## src/sv/y2r_pkg.sv

```systemverilog
// Shared types, constants and arithmetic helpers for the YUYV to RGB converter.
// No dependencies.
package y2r_pkg;

	localparam int GAIN_W = 10;
	localparam int PIX_W  = 8;
	localparam int PROD_W = 19;
	localparam int SUM_W  = 21;

	localparam logic [GAIN_W-1:0] RED_CR_RST   = 10'd359;
	localparam logic [GAIN_W-1:0] GREEN_CB_RST = 10'd88;
	localparam logic [GAIN_W-1:0] GREEN_CR_RST = 10'd183;
	localparam logic [GAIN_W-1:0] BLUE_CB_RST  = 10'd454;
	localparam logic [PIX_W-1:0]  PIX_MAX      = 8'd255;

	typedef enum logic [1:0] {
		REG_RED_CR   = 2'd0,
		REG_GREEN_CB = 2'd1,
		REG_GREEN_CR = 2'd2,
		REG_BLUE_CB  = 2'd3
	} reg_idx_t;

	typedef struct packed {
		logic [GAIN_W-1:0] red_cr;
		logic [GAIN_W-1:0] green_cb;
		logic [GAIN_W-1:0] green_cr;
		logic [GAIN_W-1:0] blue_cb;
	} gains_t;

	// chroma products, shared by both pixel lanes
	typedef struct packed {
		logic signed [PROD_W-1:0] red_cr;
		logic signed [PROD_W-1:0] green_cb;
		logic signed [PROD_W-1:0] green_cr;
		logic signed [PROD_W-1:0] blue_cb;
	} prod_t;

	typedef struct packed {
		logic [PIX_W-1:0] blue;
		logic [PIX_W-1:0] green;
		logic [PIX_W-1:0] red;
	} rgb_t;

	// offset binary chroma byte times unsigned gain
	function automatic logic signed [PROD_W-1:0] mul_gain(input logic [PIX_W-1:0] c,
			input logic [GAIN_W-1:0] g);
		logic signed [PROD_W-1:0] cs;
		logic signed [PROD_W-1:0] gs;
		cs = $signed({{(PROD_W-PIX_W+1){~c[PIX_W-1]}}, c[PIX_W-2:0]});
		gs = $signed({{(PROD_W-GAIN_W){1'b0}}, g});
		return cs * gs;
	endfunction

	function automatic logic signed [SUM_W-1:0] ext_prod(input logic signed [PROD_W-1:0] p);
		return {{(SUM_W-PROD_W){p[PROD_W-1]}}, p};
	endfunction

	// floor divide by 256, saturate to 0..255
	function automatic logic [PIX_W-1:0] sat_pix(input logic signed [SUM_W-1:0] s);
		logic [PIX_W-1:0] r;
		if (s[SUM_W-1])
			r = '0;
		else if (s[SUM_W-2:2*PIX_W] != '0)
			r = PIX_MAX;
		else
			r = s[2*PIX_W-1:PIX_W];
		return r;
	endfunction

endpackage

```

## src/sv/yuyv_to_rgb_converter.sv

```systemverilog
// Top level of the YUYV 4:2:2 to RGB converter: gain registers, handshake, output merge.
// Depends on y2r_pkg, y2r_chroma, y2r_lane.
//
// Converts one YUYV macropixel per clock into two RGB pixels. Throughput is one
// request per cycle. A request is caught in the chroma multiplier register at the
// edge that accepts it. Its result loads into the output register when stage 1 can
// move on, and is held there with m_tvalid high until the output takes it.
// Both pixel lanes share the chroma products. Back-pressure on the output stalls
// the pipeline. Input is taken whenever stage 1 is empty or can move on.
module yuyv_to_rgb_converter (
	input  logic        clk,
	input  logic        arst_n,
	input  logic        cfg_we,
	input  logic [1:0]  cfg_addr,
	input  logic [9:0]  cfg_wdata,
	input  logic        s_tvalid,
	output logic        s_tready,
	input  logic [31:0] s_tdata,   // luma_first, chroma_blue, luma_second, chroma_red
	output logic        m_tvalid,
	input  logic        m_tready,
	output logic [47:0] m_tdata    // red_first, green_first, blue_first,
	                               // red_second, green_second, blue_second
);

	y2r_pkg::gains_t gains_q;
	y2r_pkg::prod_t  prod;
	y2r_pkg::rgb_t   rgb_first;
	y2r_pkg::rgb_t   rgb_second;

	logic       valid_s1;
	logic [7:0] luma_first_s1;
	logic [7:0] luma_second_s1;
	logic       out_valid_s2;
	logic [47:0] out_data_s2;
	logic       ready_s1;
	logic       take;

	always_ff @(posedge clk or negedge arst_n) begin
		if (!arst_n) begin
			gains_q.red_cr   <= y2r_pkg::RED_CR_RST;
			gains_q.green_cb <= y2r_pkg::GREEN_CB_RST;
			gains_q.green_cr <= y2r_pkg::GREEN_CR_RST;
			gains_q.blue_cb  <= y2r_pkg::BLUE_CB_RST;
		end else if (cfg_we) begin
			unique case (y2r_pkg::reg_idx_t'(cfg_addr))
				y2r_pkg::REG_RED_CR:   gains_q.red_cr   <= cfg_wdata;
				y2r_pkg::REG_GREEN_CB: gains_q.green_cb <= cfg_wdata;
				y2r_pkg::REG_GREEN_CR: gains_q.green_cr <= cfg_wdata;
				y2r_pkg::REG_BLUE_CB:  gains_q.blue_cb  <= cfg_wdata;
				default: ;
			endcase
		end
	end

	assign ready_s1 = !out_valid_s2 || m_tready;
	assign s_tready = !valid_s1 || ready_s1;
	assign take     = s_tvalid && s_tready;

	y2r_chroma u_chroma (
		.clk         (clk),
		.en          (take),
		.chroma_blue (s_tdata[15:8]),
		.chroma_red  (s_tdata[31:24]),
		.gains       (gains_q),
		.prod        (prod)
	);

	always_ff @(posedge clk) begin
		if (take) begin
			luma_first_s1  <= s_tdata[7:0];
			luma_second_s1 <= s_tdata[23:16];
		end
	end

	always_ff @(posedge clk or negedge arst_n) begin
		if (!arst_n)
			valid_s1 <= 1'b0;
		else if (s_tready)
			valid_s1 <= s_tvalid;
	end

	y2r_lane u_lane_first (
		.luma (luma_first_s1),
		.prod (prod),
		.rgb  (rgb_first)
	);

	y2r_lane u_lane_second (
		.luma (luma_second_s1),
		.prod (prod),
		.rgb  (rgb_second)
	);

	always_ff @(posedge clk or negedge arst_n) begin
		if (!arst_n)
			out_valid_s2 <= 1'b0;
		else if (ready_s1)
			out_valid_s2 <= valid_s1;
	end

	always_ff @(posedge clk) begin
		if (ready_s1 && valid_s1)
			out_data_s2 <= {rgb_second, rgb_first};
	end

	assign m_tvalid = out_valid_s2;
	assign m_tdata  = out_data_s2;

`ifndef NO_ASSERTIONS
	a_take_fills_s1: assert property (@(posedge clk) disable iff (!arst_n)
		take |=> valid_s1)
		else $error("accepted request did not reach stage 1");

	a_s1_moves_out: assert property (@(posedge clk) disable iff (!arst_n)
		valid_s1 && ready_s1 |=> out_valid_s2)
		else $error("stage 1 request lost on the way out");

	a_full_blocks_input: assert property (@(posedge clk) disable iff (!arst_n)
		valid_s1 && out_valid_s2 && !m_tready |-> !s_tready)
		else $error("input taken while pipeline is full");

	a_stall_holds_s1: assert property (@(posedge clk) disable iff (!arst_n)
		valid_s1 && !ready_s1 |=> valid_s1 && $stable(luma_first_s1) && $stable(prod))
		else $error("stage 1 changed under stall");
`endif

endmodule

```

## src/sv/y2r_chroma.sv

```systemverilog
// Chroma multiplier stage: registers the four chroma-times-gain products.
// Depends on y2r_pkg.
module y2r_chroma (
	input  logic                       clk,
	input  logic                       en,
	input  logic [y2r_pkg::PIX_W-1:0]  chroma_blue,
	input  logic [y2r_pkg::PIX_W-1:0]  chroma_red,
	input  y2r_pkg::gains_t            gains,
	output y2r_pkg::prod_t             prod
);

	y2r_pkg::prod_t prod_s1;

	always_ff @(posedge clk) begin
		if (en) begin
			prod_s1.red_cr   <= y2r_pkg::mul_gain(chroma_red, gains.red_cr);
			prod_s1.green_cb <= y2r_pkg::mul_gain(chroma_blue, gains.green_cb);
			prod_s1.green_cr <= y2r_pkg::mul_gain(chroma_red, gains.green_cr);
			prod_s1.blue_cb  <= y2r_pkg::mul_gain(chroma_blue, gains.blue_cb);
		end
	end

	assign prod = prod_s1;

endmodule

```

## src/sv/y2r_lane.sv

```systemverilog
// Pixel lane: adds the chroma terms to scaled luma (green subtracts them) and saturates each channel.
// Depends on y2r_pkg.
module y2r_lane (
	input  logic [y2r_pkg::PIX_W-1:0] luma,
	input  y2r_pkg::prod_t            prod,
	output y2r_pkg::rgb_t             rgb
);

	logic signed [y2r_pkg::SUM_W-1:0] luma_w;
	logic signed [y2r_pkg::SUM_W-1:0] sum_r;
	logic signed [y2r_pkg::SUM_W-1:0] sum_g;
	logic signed [y2r_pkg::SUM_W-1:0] sum_b;

	assign luma_w = $signed({{(y2r_pkg::SUM_W-2*y2r_pkg::PIX_W){1'b0}}, luma,
		{y2r_pkg::PIX_W{1'b0}}});

	assign sum_r = luma_w + y2r_pkg::ext_prod(prod.red_cr);
	assign sum_g = luma_w - y2r_pkg::ext_prod(prod.green_cb) - y2r_pkg::ext_prod(prod.green_cr);
	assign sum_b = luma_w + y2r_pkg::ext_prod(prod.blue_cb);

	assign rgb.red   = y2r_pkg::sat_pix(sum_r);
	assign rgb.green = y2r_pkg::sat_pix(sum_g);
	assign rgb.blue  = y2r_pkg::sat_pix(sum_b);

endmodule
```

## config.mk

```make
export PLATFORM = sky130hd
export DESIGN_NAME = yuyv_to_rgb_converter
export DESIGN_NICKNAME = d
export VERILOG_FILES = /design/src/sv/y2r_pkg.sv /design/src/sv/yuyv_to_rgb_converter.sv /design/src/sv/y2r_chroma.sv /design/src/sv/y2r_lane.sv
export SDC_FILE = /design/constraint.sdc
export NUM_CORES = 1
export LEC_CHECK = 0
export ABC_CLOCK_PERIOD_IN_PS = 6000
export BUFFER_PORTS_ARGS = -buffer_cell sky130_fd_sc_hd__buf_2
export CELL_PAD_IN_SITES_DETAIL_PLACEMENT = 0
export CELL_PAD_IN_SITES_GLOBAL_PLACEMENT = 2
export CORE_UTILIZATION = 42
export DETAILED_ROUTE_END_ITERATION = 8
export GPL_TIMING_DRIVEN = 1
export HOLD_SLACK_MARGIN = 0.06
export PLACE_DENSITY_LB_ADDON = 0.1
export SYNTH_ARGS = -nofsm -noshare
export SYNTH_HDL_FRONTEND = slang
export SYNTH_HIERARCHICAL = 1
export SYNTH_SLANG_ARGS = --single-unit
```

## constraint.sdc

```tcl
create_clock -name clk -period 6 [get_ports clk]
set_input_delay 1.2 -clock clk [delete_from_list [all_inputs] [get_ports clk]]
set_output_delay 1.2 -clock clk [all_outputs]
set_load 0.02 [all_outputs]
```

# [Yosys cells after proc, flatten, opt, wreduce, memory -nomap -nowiden]
# Cells that the tools add are included.
[op_classes] n_addsub=8 mul=4 eq_ne=3 muxes=6 bitwise=2 n_reduce_logical=17
[ops] cell="$add A17 B19 Y20" n=4
[ops] cell="$mul A8 B11 Y19" n=4
[ops] cell="$mux W8" n=6
[ops] cell="$sub A20 B19 Y21" n=2
[ops] cell="$sub A17 B19 Y20" n=2
[ops] cell="$reduce_bool A4 Y1" n=6
[ops] cell="$reduce_and A2 Y1" n=4
[ops] cell="$eq A2 B2 Y1 const B" n=2
[ops] cell="$eq A2 B1 Y1 const B" n=1
[ops] cell="$logic_and A1 B1 Y1" n=2
[ops] cell="$logic_not A1 Y1" n=2
[ops] cell="$logic_not A2 Y1" n=1
[ops] cell="$logic_or A1 B1 Y1" n=2
[ops] cell="$not A1 Y1" n=2
[totals] register_bits=182 inputBits=49 out_inout_bits=50 word_cells=58

# [Longest topological paths before layout]
# Gate-level depths: netlist of the first run.
[depth] word_depth=4 mapped_depth=17 mapped_depth_nobuf=16

# [Modules after synthesis]
# The synthesis of the first run kept the hierarchy.
[by_module_without_submodules] module="y2r_chroma" instances=1 cells_per_inst=1397 area_each_um2=13334.0 seq_area_each_um2=2282.2
[by_module_without_submodules] module="y2r_lane" instances=2 cells_per_inst=272 area_each_um2=2053.2 seq_area_each_um2=0.0
[by_module_without_submodules] module="yuyv_to_rgb_converter" instances=1 cells_per_inst=159 area_each_um2=3633.5 seq_area_each_um2=2997.9

# [Least setup slack after synthesis of the first run]
# OpenSTA, ideal clock, no wires.
[synth_path] path_type="input-to-reg" start="in s_tdata[15]" end="reg u_chroma.prod_s1, in the netlist u_chroma/prod[16], data pin" setup_ps=262 t_arrival_ps=5430 t_required_ps=5738 path_slack_ps=308 cell_stages=16 n_path_buf=1 cell_sequence="clkbuf_1 > or2_2 > fa_1 > fa_1 > inv_1 > fa_1 > inv_1 > fa_1 > inv_1 > ha_1 > o21a_1 > o31a_1 > or3_4 > a221oi_4 > o21bai_1 > xor2_1"
[synth_between] elab_chain_cells=2
[synth_rtl] element="from (decl)" line="yuyv_to_rgb_converter.sv:18" rtl="input logic [31:0] s_tdata,"
[synth_rtl] element="$not A1 Y1" line="y2r_pkg.sv:49" rtl="cs = $signed({{(PROD_W-PIX_W+1){~c[PIX_W-1]}}, c[PIX_W-2:0]});"
[synth_rtl] element="$mul A8 B11 Y19" line="y2r_pkg.sv:51" rtl="return cs * gs;"
[synth_rtl] element="to (decl)" line="y2r_chroma.sv:12" rtl="y2r_pkg::prod_t prod_s1;"
# Every way passes these cells.
# A chain may end at the register's enable or synchronous reset.

# [Final worst setup path of the first run]
[layout_path] start="in s_tdata[31]" end="reg u_chroma.prod_s1, in the netlist u_chroma/prod[72], data pin"
# The elaborated chain is that of the path after synthesis.

==> PnR_summary.wiki, run 1 <==
{| class="wikitable"
! Metric !! Value
|-
| Maximum net fanout on the critical path || 14
|-
| Wire length of the first global-routing pass || 79630 µm
|-
| Overall global routing resource usage || 20.84%
|-
| Number of stages on the worst hold path || 1
|-
| Synthesized area || 0.02052 mm²
|-
| Worst R2R Path Depth || 15
|-
| RSZ-0062 raised after global routing || false
|-
| Effective utilization at floorplan || 42.81%
|-
| HPWL Detailed || 41300 µm
|-
| Initial antenna violation count || 3
|-
| DR WL/cell || 17.79 µm
|-
| Ratio of cells with drive above 1 in the final layout || 11.37%
|-
| Tightest Hold Check Type || reg -> reg
|-
| Overflow left after global routing || 0
|-
| Number of maximum-capacitance violations || 0
|-
| Setup violations, final || 0
|-
| Worst-case setup margin in the final layout || 0.6509 ns
|-
| Detailed-route via count || 14190
|-
| Clock latency reported for the late side of the worst-skew pair || 0.47 ns
|-
| Resize count post-CTS || 0
|-
| Cell mode on critical path || sky130_fd_sc_hd__fa_1
|-
| Required time reported for the critical path endpoint || 6.21 ns
|-
| Post-CTS Repair Setup Buffers || 0
|-
| Number of buffers and inverters on the critical path || 4
|-
| Highest Clock Rate || 186.9 MHz
|-
| IO Count || 99
|-
| Number of detailed-route iterations in the first pass || 4
|-
| CTS tree || done
|-
| Clock-pin slew of the registers on the worst-case setup and hold paths || 0.08 ns
|-
| Count of nets after finishing || 2701
|-
| Port Buf Inserts || 98
|-
| Die height || 223.1 µm
|-
| Number of inserted filler cells in the final layout || 4543
|-
| CP Cell Sequence || buf_2 > or2_2 > fa_1 > fa_1 > inv_1 > fa_1 > inv_1 > fa_1 > inv_1 > ha_1 > o21ai_0 > o21a_1 > o31ai_1 > a21o_1 > a21oi_1 > xnor2_1
|-
| Die Outline Area || 0.04976 mm²
|-
| Setup skew after layout || 0.01596 ns
|-
| Number of buffers created by CTS || 17
|-
| Crit. End Element || flip-flop
|-
| Transition time at the pin with the least slew margin || 1.088 ns
|-
| Clock Root Buffer || sky130_fd_sc_hd__clkbuf_16
|-
| Setup slack at placement || 0.1748 ns
|-
| Num Clock Sinks || 166
|-
| Final hold violation count || 0
|-
| Core area || 0.04795 mm²
|-
| Ys Warns || 6
|-
| Vias in the first global route || 14290
|-
| Total detailed-routing wirelength || 49620 µm
|-
| Row count || 80
|-
| Kind of cell with the highest combined delay on the critical path || adder cells
|-
| Stage delay of the slowest cell on the critical path || 0.56 ns
|-
| Path length in cells of the critical path || 16
|-
| Via density || 5.089
|-
| Synth Instances || 2073
|-
| Antenna-violating nets left || 0
|-
| Arrival @ worst endpoint || 5.56 ns
|-
| Final Max Slew Viols || 0
|-
| GPL Wtd Cong || 0.8506
|-
| Category of the worst setup path launch point || input pin
|-
| Number of design rule violations left after detail routing || 0
|-
| Relative area change from synthesis to final layout || 8.839%
|-
| Critical path's slowest cell || sky130_fd_sc_hd__fa_1
|-
| Number of design-rule violations left by the first detailed-router iteration || 637
|-
| Width of the die || 223.1 µm
|-
| Final-layout setup total negative slack || 0 ns
|-
| Portion of the clock cycle consumed by the worst path in the final layout || 89.15%
|-
| Average cell area after synthesis || 9.901 µm²
|-
| Path type of the worst setup path || in -> reg
|-
| Largest net degree at the start of global routing || 77
|-
| Worst slew margin relative to its limit || 27.44%
|-
| CTS Hold Bufs || 0
|-
| Net Count, Synth || 2614
|-
| Number of levels in the clock H-tree || 4
|-
| Clock buffer depth || 2
|-
| Final period demand of the worst path || 5.349 ns
|-
| Run status || finished, final reports clean
|}
## metal layers
layer | wire [µm] | track usage, %
met5 | 0 | 0
met1 | 24370 | 28.97
met2 | 22720 | 33.70
met3 | 1308 | 2.608
met4 | 1211 | 6.696
## cells in the final DEF (no fill, tap or decap), drive strengths merged, types with 5 or more instances in the layout
cell / n
inv: 419
ha: 276
fa: 216
and2: 197
nand2: 132
edfxtp: 124
a21oi: 123
buf: 110
nor2: 73
xor2: 51
o21ai: 46
mux2: 40
xnor2: 31
a21o: 30
o21a: 24
dfrtp: 22
nor3: 22
dfstp: 20
nand2b: 19
nor2b: 19
clkbuf: 17
or2: 13
a31oi: 13
o31ai: 10
a211oi: 10
nand4: 7
and3: 6
clkinv: 6
nand3: 6
o211ai: 6
o211a: 5
or3: 5
a211o: 5
## sequential cells by signal, indices dropped and copies added (netlist names)
name	flops
gains_q	40
m_tdata	48
luma_second_s1	8
m_tvalid	1
valid_s1	1
luma_first_s1	8
u_chroma/prod	60
## metrics by stage
stage                     instance area, µm²  cells  utilization (%)  hold WS, ns
after floorplan                        20520   2073                -       0.4490
after global placement                 21700   2756            45.25       0.4624
after detailed placement               21700   2756            45.25       0.4790
after CTS                              22340   2788            46.59       0.5023
after global routing                   22340   2788            46.59       0.5226
final                                  22340   2789            46.59       0.5038
## worst register-to-register path, cell delays in order, from the launching register on
cell and delay [ns]:
sky130_fd_sc_hd__dfrtp_1 0.47, sky130_fd_sc_hd__or2_2 0.33, sky130_fd_sc_hd__fa_1 0.51, sky130_fd_sc_hd__fa_1 0.54
sky130_fd_sc_hd__inv_1 0.05, sky130_fd_sc_hd__fa_1 0.53, sky130_fd_sc_hd__inv_1 0.06, sky130_fd_sc_hd__fa_1 0.53
sky130_fd_sc_hd__inv_1 0.04, sky130_fd_sc_hd__ha_1 0.33, sky130_fd_sc_hd__o21a_1 0.20, sky130_fd_sc_hd__o31a_1 0.12
sky130_fd_sc_hd__or3_4 0.35, sky130_fd_sc_hd__a221oi_4 0.37, sky130_fd_sc_hd__o21bai_1 0.15, sky130_fd_sc_hd__xor2_1 0.16
## layout make-up
| class | instances | area (µm²) | area share, % |
|---|---|---|---|
| Multi-Input combinational cell | 1454 | 14000 | 62.69 |
| Sequential cell | 166 | 4800 | 21.49 |
| Inverter | 411 | 1543 | 6.906 |
| Tap cell | 615 | 769.5 | 3.445 |
| Timing Repair Buffer | 110 | 580.6 | 2.599 |
| Clock buffer | 17 | 425.4 | 1.904 |
| Clock inverter | 15 | 215.2 | 0.9634 |
| Antenna cell | 1 | 2.502 | 0.01120 |
## worst paths after layout
path                             start                end  slack (ns)
min in group asynchronous       arst_n        gains_q[13]        0.94
min                           valid_s1           m_tvalid        0.50
max                        s_tdata[31]  u_chroma/prod[72]        0.65
max in group asynchronous       arst_n        gains_q[20]        4.39
max reg2reg                 gains_q[0]  u_chroma/prod[16]        1.01
min reg2reg                   valid_s1           m_tvalid        0.50
Power of run 1 is not shown: default switching activity piles up to over one toggle a cycle in this logic, so the estimate is an artifact.
==> inputs of run 2 (changes only) <==
--- a/config.mk
+++ b/config.mk
@@ -13,7 +13,7 @@
 export DETAILED_ROUTE_END_ITERATION = 8
 export GPL_TIMING_DRIVEN = 1
 export HOLD_SLACK_MARGIN = 0.06
-export PLACE_DENSITY_LB_ADDON = 0.1
+export PLACE_DENSITY = 0.84
 export SYNTH_ARGS = -nofsm -noshare
 export SYNTH_HDL_FRONTEND = slang
 export SYNTH_HIERARCHICAL = 1
==> run 2 against run 1 <==
Effect of this change: final cell count hardly changed; setup slack improved by 0.042 ns; wire length is 1.8% lower; critical path type unchanged.
==> PnR_summary.wiki, run 2 (synthesis gave the netlist of run 1 again) <==
{| class="wikitable"
! Metric !! Value
|-
| Row count || 80 (unchanged)
|-
| Relative area change from synthesis to final layout || 8.601%
|-
| Final Instance Count excl. Fillers || 2788 (-0.036%)
|-
| Maximum net fanout on the critical path || 22 (+8)
|-
| Arrival @ worst endpoint || 5.55 ns (about the same)
|-
| Post-CTS Repair Setup Buffers || 0 (unchanged)
|-
| Final antenna diode count || 0 (-1)
|-
| Highest Clock Rate || 188.4 MHz (+0.79%)
|-
| Portion of the clock cycle consumed by the worst path in the final layout || 88.45% (-0.70 points)
|-
| Crit. End Element || flip-flop
|-
| Required time reported for the critical path endpoint || 6.24 ns (+0.03 ns)
|-
| Total detailed-routing wirelength || 48720 µm (-1.8%)
|-
| Core area || 0.04795 mm² (unchanged)
|-
| Placed Instances || 2756 (unchanged)
|-
| Count of nets after finishing || 2701 (unchanged)
|-
| CTS tree || done
|-
| Leading cell type in the layout, fill and taps excluded || sky130_fd_sc_hd__inv_1
|-
| Number of maximum-capacitance violations || 0 (unchanged)
|-
| Run status || finished, final reports clean
|-
| Via density || 5.128 (+0.77%)
|-
| Detailed-route via count || 14300 (+0.73%)
|-
| Wire length of the first global-routing pass || 79630 µm (about the same)
|-
| IO Count || 99 (unchanged)
|-
| Vias in the first global route || 14760 (+3.2%)
|-
| Width of the die || 223.1 µm (unchanged)
|-
| RSZ-0062 raised after global routing || false
|-
| CP Cell Sequence || buf_2 > buf_4 > or2_2 > fa_1 > fa_1 > inv_1 > fa_1 > inv_1 > fa_1 > inv_1 > ha_1 > o21a_1 > o31a_1 > o211ai_1 > a21oi_1 > a31oi_1 > o41ai_1
|-
| Kind of cell with the highest combined delay on the critical path || adder cells
|-
| Number of levels in the clock H-tree || 4 (unchanged)
|-
| Overflow left after global routing || 0 (unchanged)
|-
| Num Clock Sinks || 166 (unchanged)
|-
| Number of flip-flops in the largest register || 60 (unchanged)
|-
| Antenna-violating nets left || 0 (unchanged)
|-
| Die height || 223.1 µm (unchanged)
|-
| Number of detailed-route iterations in the first pass || 5 (+1)
|-
| Number of buffers and inverters on the critical path || 5 (+1)
|-
| Tightest Hold Check Type || reg -> reg
|-
| Top library cells by usage in the layout, fill and taps aside || sky130_fd_sc_hd__inv_1 (411), sky130_fd_sc_hd__ha_1 (276), sky130_fd_sc_hd__fa_1 (216), sky130_fd_sc_hd__and2_1 (195), sky130_fd_sc_hd__nand2_1 (132)
|-
| Final-layout setup total negative slack || 0 ns (unchanged)
|-
| Ratio of cells with drive above 1 in the final layout || 11.37% (unchanged)
|-
| Port Buf Inserts || 98 (unchanged)
|-
| Clock buffer depth || 2 (unchanged)
|-
| CTS Hold Bufs || 0 (unchanged)
|-
| Largest net degree at the start of global routing || 49 (-36%)
|-
| HPWL Detailed || 39980 µm (-3.2%)
|-
| Die Outline Area || 0.04976 mm² (unchanged)
|-
| Worst slew margin relative to its limit || 25.57% (-1.9 points)
|-
| Category of the worst setup path launch point || input pin
|-
| Number of buffers created by CTS || 17 (unchanged)
|-
| Number of design-rule violations left by the first detailed-router iteration || 632 (-0.78%)
|-
| Share of the core filled with cells || 46.49% (-0.10 points)
|-
| DR WL/cell || 17.48 µm (-1.8%)
|-
| Clock latency reported for the late side of the worst-skew pair || 0.50 ns (+0.03 ns)
|-
| Setup violations, final || 0 (unchanged)
|-
| Critical path's slowest cell || sky130_fd_sc_hd__fa_1
|-
| Stage delay of the slowest cell on the critical path || 0.54 ns (-0.02 ns)
|-
| Initial antenna violation count || 1 (-2)
|-
| Final Max Slew Viols || 0 (unchanged)
|-
| Transition time at the pin with the least slew margin || 1.117 ns (+0.02804 ns)
|-
| Path type of the worst setup path || in -> reg
|-
| Effective utilization at floorplan || 42.81% (unchanged)
|-
| GPL Wtd Cong || 0.8732 (+2.7%)
|-
| Final period demand of the worst path || 5.307 ns (-0.04207 ns)
|-
| Number of design rule violations left after detail routing || 0 (unchanged)
|-
| Overall global routing resource usage || 20.64% (-0.20 points)
|-
| Clock Root Buffer || sky130_fd_sc_hd__clkbuf_16
|-
| Resize count post-CTS || 0 (unchanged)
|-
| Final hold violation count || 0 (unchanged)
|-
| Setup skew after layout || 0.01019 ns (-0.005775 ns)
|-
| Cell mode on critical path || sky130_fd_sc_hd__fa_1
|-
| Clock-pin slew of the registers on the worst-case setup and hold paths || 0.08 ns (about the same)
|}
-- run 2: worst paths after layout --
kind,startpoint,end,slack [ns],cells past startpoint
max in group asynchronous,arst_n,gains_q[20],4.39,1
setup reg to reg,gains_q[0],u_chroma/prod[16],1.09,15
min in group asynchronous,arst_n,gains_q[34],0.91,1
hold / removal,valid_s1,m_tvalid,0.50,1
setup / recovery,s_tdata[15],u_chroma/prod[54],0.69,17
hold reg to reg,valid_s1,m_tvalid,0.50,1
-- run 2: through the flow --
step	worst slack (ns)	area, µm²	hold WS [ns]
2_1_floorplan	0.3360	20520	0.4490
3_3_place_gp	0.2386	21700	0.4639
3_5_place_dp	0.2339	21700	0.4961
4_1_cts	0.7625	22290	0.5081
5_1_grt	0.4351	22290	0.5154
6_report	0.6930	22290	0.4973
-- run 2: layout make-up --
type	count	area [µm²]
Fill cell	4544	25660
Multi-Input combinational cell	1454	14000
Sequential cell	166	4800
Inverter	411	1543
Tap cell	615	769.5
Timing Repair Buffer	110	580.6
Clock buffer	17	425.4
Clock inverter	15	168.9
-- run 2: metal layers --
layer	up-vias	global-route usage [%]	part of all wire (%)
met2	278	33.70	46
met4	0	5.628	1.5
met5	-	0	0
li1	6946	-	-
met3	35	3.121	3.7
met1	7037	28.46	49
Power of run 2 is left out for the same reason.
==> inputs of run 3 (changes only) <==
--- a/config.mk
+++ b/config.mk
@@ -13,7 +13,7 @@
 export DETAILED_ROUTE_END_ITERATION = 8
 export GPL_TIMING_DRIVEN = 1
 export HOLD_SLACK_MARGIN = 0.06
-export PLACE_DENSITY = 0.84
+export PLACE_DENSITY = 0.86
 export SYNTH_ARGS = -nofsm -noshare
 export SYNTH_HDL_FRONTEND = slang
 export SYNTH_HIERARCHICAL = 1
==> run 3 against run 2 <==
Effect of this change: sequential share of layout area about the same; non-clock buffer count up 2; critical path type unchanged; register-to-register slack worse by 0.02 ns.
==> PnR_summary.wiki, run 3 (synthesis gave the netlist of run 1 again) <==
{| class="wikitable"
! Metric !! Value
|-
| GRT busiest layer || met2
|-
| Largest net degree at the start of global routing || 62 (+27%)
|-
| Highest Clock Rate || 189.3 MHz (+0.48%)
|-
| Final hold violation count || 0 (unchanged)
|-
| CTS tree || done
|-
| Required time reported for the critical path endpoint || 6.24 ns (about the same)
|-
| Number of detailed-route iterations in the first pass || 5 (unchanged)
|-
| Maximum net fanout on the critical path || 4 (-82%)
|-
| IO Count || 99 (unchanged)
|-
| Wire length of the first global-routing pass || 79560 µm (about the same)
|-
| Port Buf Inserts || 98 (unchanged)
|-
| Kind of cell with the highest combined delay on the critical path || adder cells
|-
| Clock Root Buffer || sky130_fd_sc_hd__clkbuf_16
|-
| HPWL Detailed || 39650 µm (-0.82%)
|-
| Final antenna diode count || 0 (unchanged)
|-
| Arrival @ worst endpoint || 5.52 ns (-0.03 ns)
|-
| RSZ-0062 raised after global routing || false
|-
| Number of buffers and inverters on the critical path || 4 (-1)
|-
| Global Route met3 Usage || 3.108% (-0.013 points)
|-
| Detailed-route via count || 14350 (+0.34%)
|-
| Num Clock Sinks || 166 (unchanged)
|-
| Ratio of cells with drive above 1 in the final layout || 11.45% (+0.082 points)
|-
| Tightest Hold Check Type || reg -> reg
|-
| Category of the worst setup path launch point || input pin
|-
| DR WL/cell || 17.20 µm (-1.6%)
|-
| Portion of the clock cycle consumed by the worst path in the final layout || 88.03% (-0.42 points)
|-
| Cell area after layout || 0.02233 mm² (+0.17%)
|-
| Setup violations, final || 0 (unchanged)
|-
| Clock latency reported for the late side of the worst-skew pair || 0.48 ns (-0.02 ns)
|-
| Transition time at the pin with the least slew margin || 1.106 ns (-0.01017 ns)
|-
| Final Instance Count excl. Fillers || 2790 (+0.072%)
|-
| Number of design rule violations left after detail routing || 0 (unchanged)
|-
| Met1 Resource Use GR || 27.89% (-0.57 points)
|-
| Number of stages on the worst hold path || 1 (unchanged)
|-
| GPL Wtd Cong || 0.8733 (about the same)
|-
| Die height || 223.1 µm (unchanged)
|-
| Number of design-rule violations left by the first detailed-router iteration || 789 (+25%)
|-
| Worst R2R Path Depth || 15 (unchanged)
|-
| Initial antenna violation count || 1 (unchanged)
|-
| Total detailed-routing wirelength || 47980 µm (-1.5%)
|-
| Final Max Slew Viols || 0 (unchanged)
|-
| CTS Hold Bufs || 0 (unchanged)
|-
| Number of buffers created by CTS || 17 (unchanged)
|-
| Clock buffer depth || 2 (unchanged)
|-
| Final-layout setup total negative slack || 0 ns (unchanged)
|-
| Vias in the first global route || 14900 (+0.95%)
|-
| Antenna-violating nets left || 0 (unchanged)
|-
| Core area || 0.04795 mm² (unchanged)
|-
| Overflow left after global routing || 0 (unchanged)
|-
| Path length in cells of the critical path || 16 (-1)
|-
| CP Cell Sequence || buf_2 > or2_2 > fa_1 > fa_1 > inv_1 > fa_1 > inv_1 > fa_1 > inv_1 > ha_1 > o21a_1 > o31a_1 > or3_4 > a221oi_4 > o21bai_1 > xor2_1
|-
| Overall global routing resource usage || 20.36% (-0.28 points)
|-
| Clock-pin slew of the registers on the worst-case setup and hold paths || 0.07 ns (about the same)
|-
| Die Outline Area || 0.04976 mm² (unchanged)
|-
| Critical path's slowest cell || sky130_fd_sc_hd__fa_1
|-
| Final period demand of the worst path || 5.282 ns (-0.02538 ns)
|-
| Path type of the worst setup path || in -> reg
|-
| Setup skew after layout || 0.01187 ns (+0.001682 ns)
|-
| Setup slack of the worst register-to-register path || 1.07 ns (-0.02 ns)
|-
| Width of the die || 223.1 µm (unchanged)
|-
| Number of flip-flops in the largest register || 60 (unchanged)
|-
| Crit. End Element || flip-flop
|-
| Cell mode on critical path || sky130_fd_sc_hd__fa_1
|-
| Placed Instances || 2758 (+0.073%)
|-
| Total cell area at the placement stage || 0.02171 mm² (about the same)
|-
| Top library cells by usage in the layout, fill and taps aside || sky130_fd_sc_hd__inv_1 (411), sky130_fd_sc_hd__ha_1 (276), sky130_fd_sc_hd__fa_1 (216), sky130_fd_sc_hd__and2_1 (195), sky130_fd_sc_hd__nand2_1 (132)
|-
| Effective utilization at floorplan || 42.81% (unchanged)
|-
| Critical register-to-register path startpoint || gains_q[0]
|-
| Worst-case setup margin in the final layout || 0.7183 ns (+0.02538 ns)
|-
| Count of nets after finishing || 2703 (+0.074%)
|-
| Worst hold endpoint || m_tvalid
|-
| Row count || 80 (unchanged)
|-
| GR met2 Demand/Resource || 33.19% (-0.51 points)
|-
| Number of maximum-capacitance violations || 0 (unchanged)
|-
| Via density || 5.142 (+0.27%)
|-
| Relative area change from synthesis to final layout || 8.785%
|-
| End of the worst register-to-register path || u_chroma/prod[16]
|-
| Run status || finished, final reports clean
|-
| Hold wc startpoint || valid_s1
|-
| Leading cell type in the layout, fill and taps excluded || sky130_fd_sc_hd__inv_1
|-
| Stage delay of the slowest cell on the critical path || 0.55 ns (about the same)
|-
| Resize count post-CTS || 0 (unchanged)
|-
| Number of levels in the clock H-tree || 4 (unchanged)
|-
| Worst slew margin relative to its limit || 26.24% (+0.68 points)
|-
| Post-CTS Repair Setup Buffers || 0 (unchanged)
|-
| Setup slack at placement || 0.2260 ns (-0.007881 ns)
|}
==> run 3: changes by cell type in the layout (fill, tap and decap cells not counted) <==
| cell | previous run | this run |
|---|---|---|
| sky130_fd_sc_hd__buf_4 | 12 | 14 |
| sky130_fd_sc_hd__inv_12 | 1 | 0 |
| sky130_fd_sc_hd__inv_8 | 8 | 3 |
| sky130_fd_sc_hd__bufinv_16 | 0 | 2 |
| sky130_fd_sc_hd__clkinv_4 | 2 | 3 |
| sky130_fd_sc_hd__inv_6 | 0 | 3 |
==> run 3: worst max path at each step <==
stage	startpoint	end	slack [ns]
floorplan	s_tdata[15]	u_chroma/prod[16]	0.34
global placement	s_tdata[15]	u_chroma/prod[16]	0.24
detailed placement	s_tdata[15]	u_chroma/prod[16]	0.23
CTS	s_tdata[15]	u_chroma/prod[16]	0.77
global route	s_tdata[31]	u_chroma/prod[72]	0.48
finish	s_tdata[15]	u_chroma/prod[16]	0.72
==> run 3: layer usage <==
layer	wire, µm	vias to the layer above
met4	959	2
met3	1754	50
met2	22100	286
li1	-	6944
met5	8	-
met1	23160	7063
==> run 3: final cells by class <==
type,count,area (µm²)
fillers,4494,25620
multi-input cells,1454,14000
flip-flops and latches,166,4800
inverters,411,1543
well taps,615,769.5
repair buffers,112,595.6
clock buffers,17,425.4
clock inverters,15,191.4
==> run 3: stage by stage <==
stage | hold slack [ns] | utilization [%]
CTS | 0.5110 | 46.57
finish | 0.5090 | 46.57
detailed placement | 0.4906 | 45.28
global route | 0.5242 | 46.57
global placement | 0.4662 | 45.28
floorplan | 0.4490 | -
Power of run 3 is left out for the same reason.
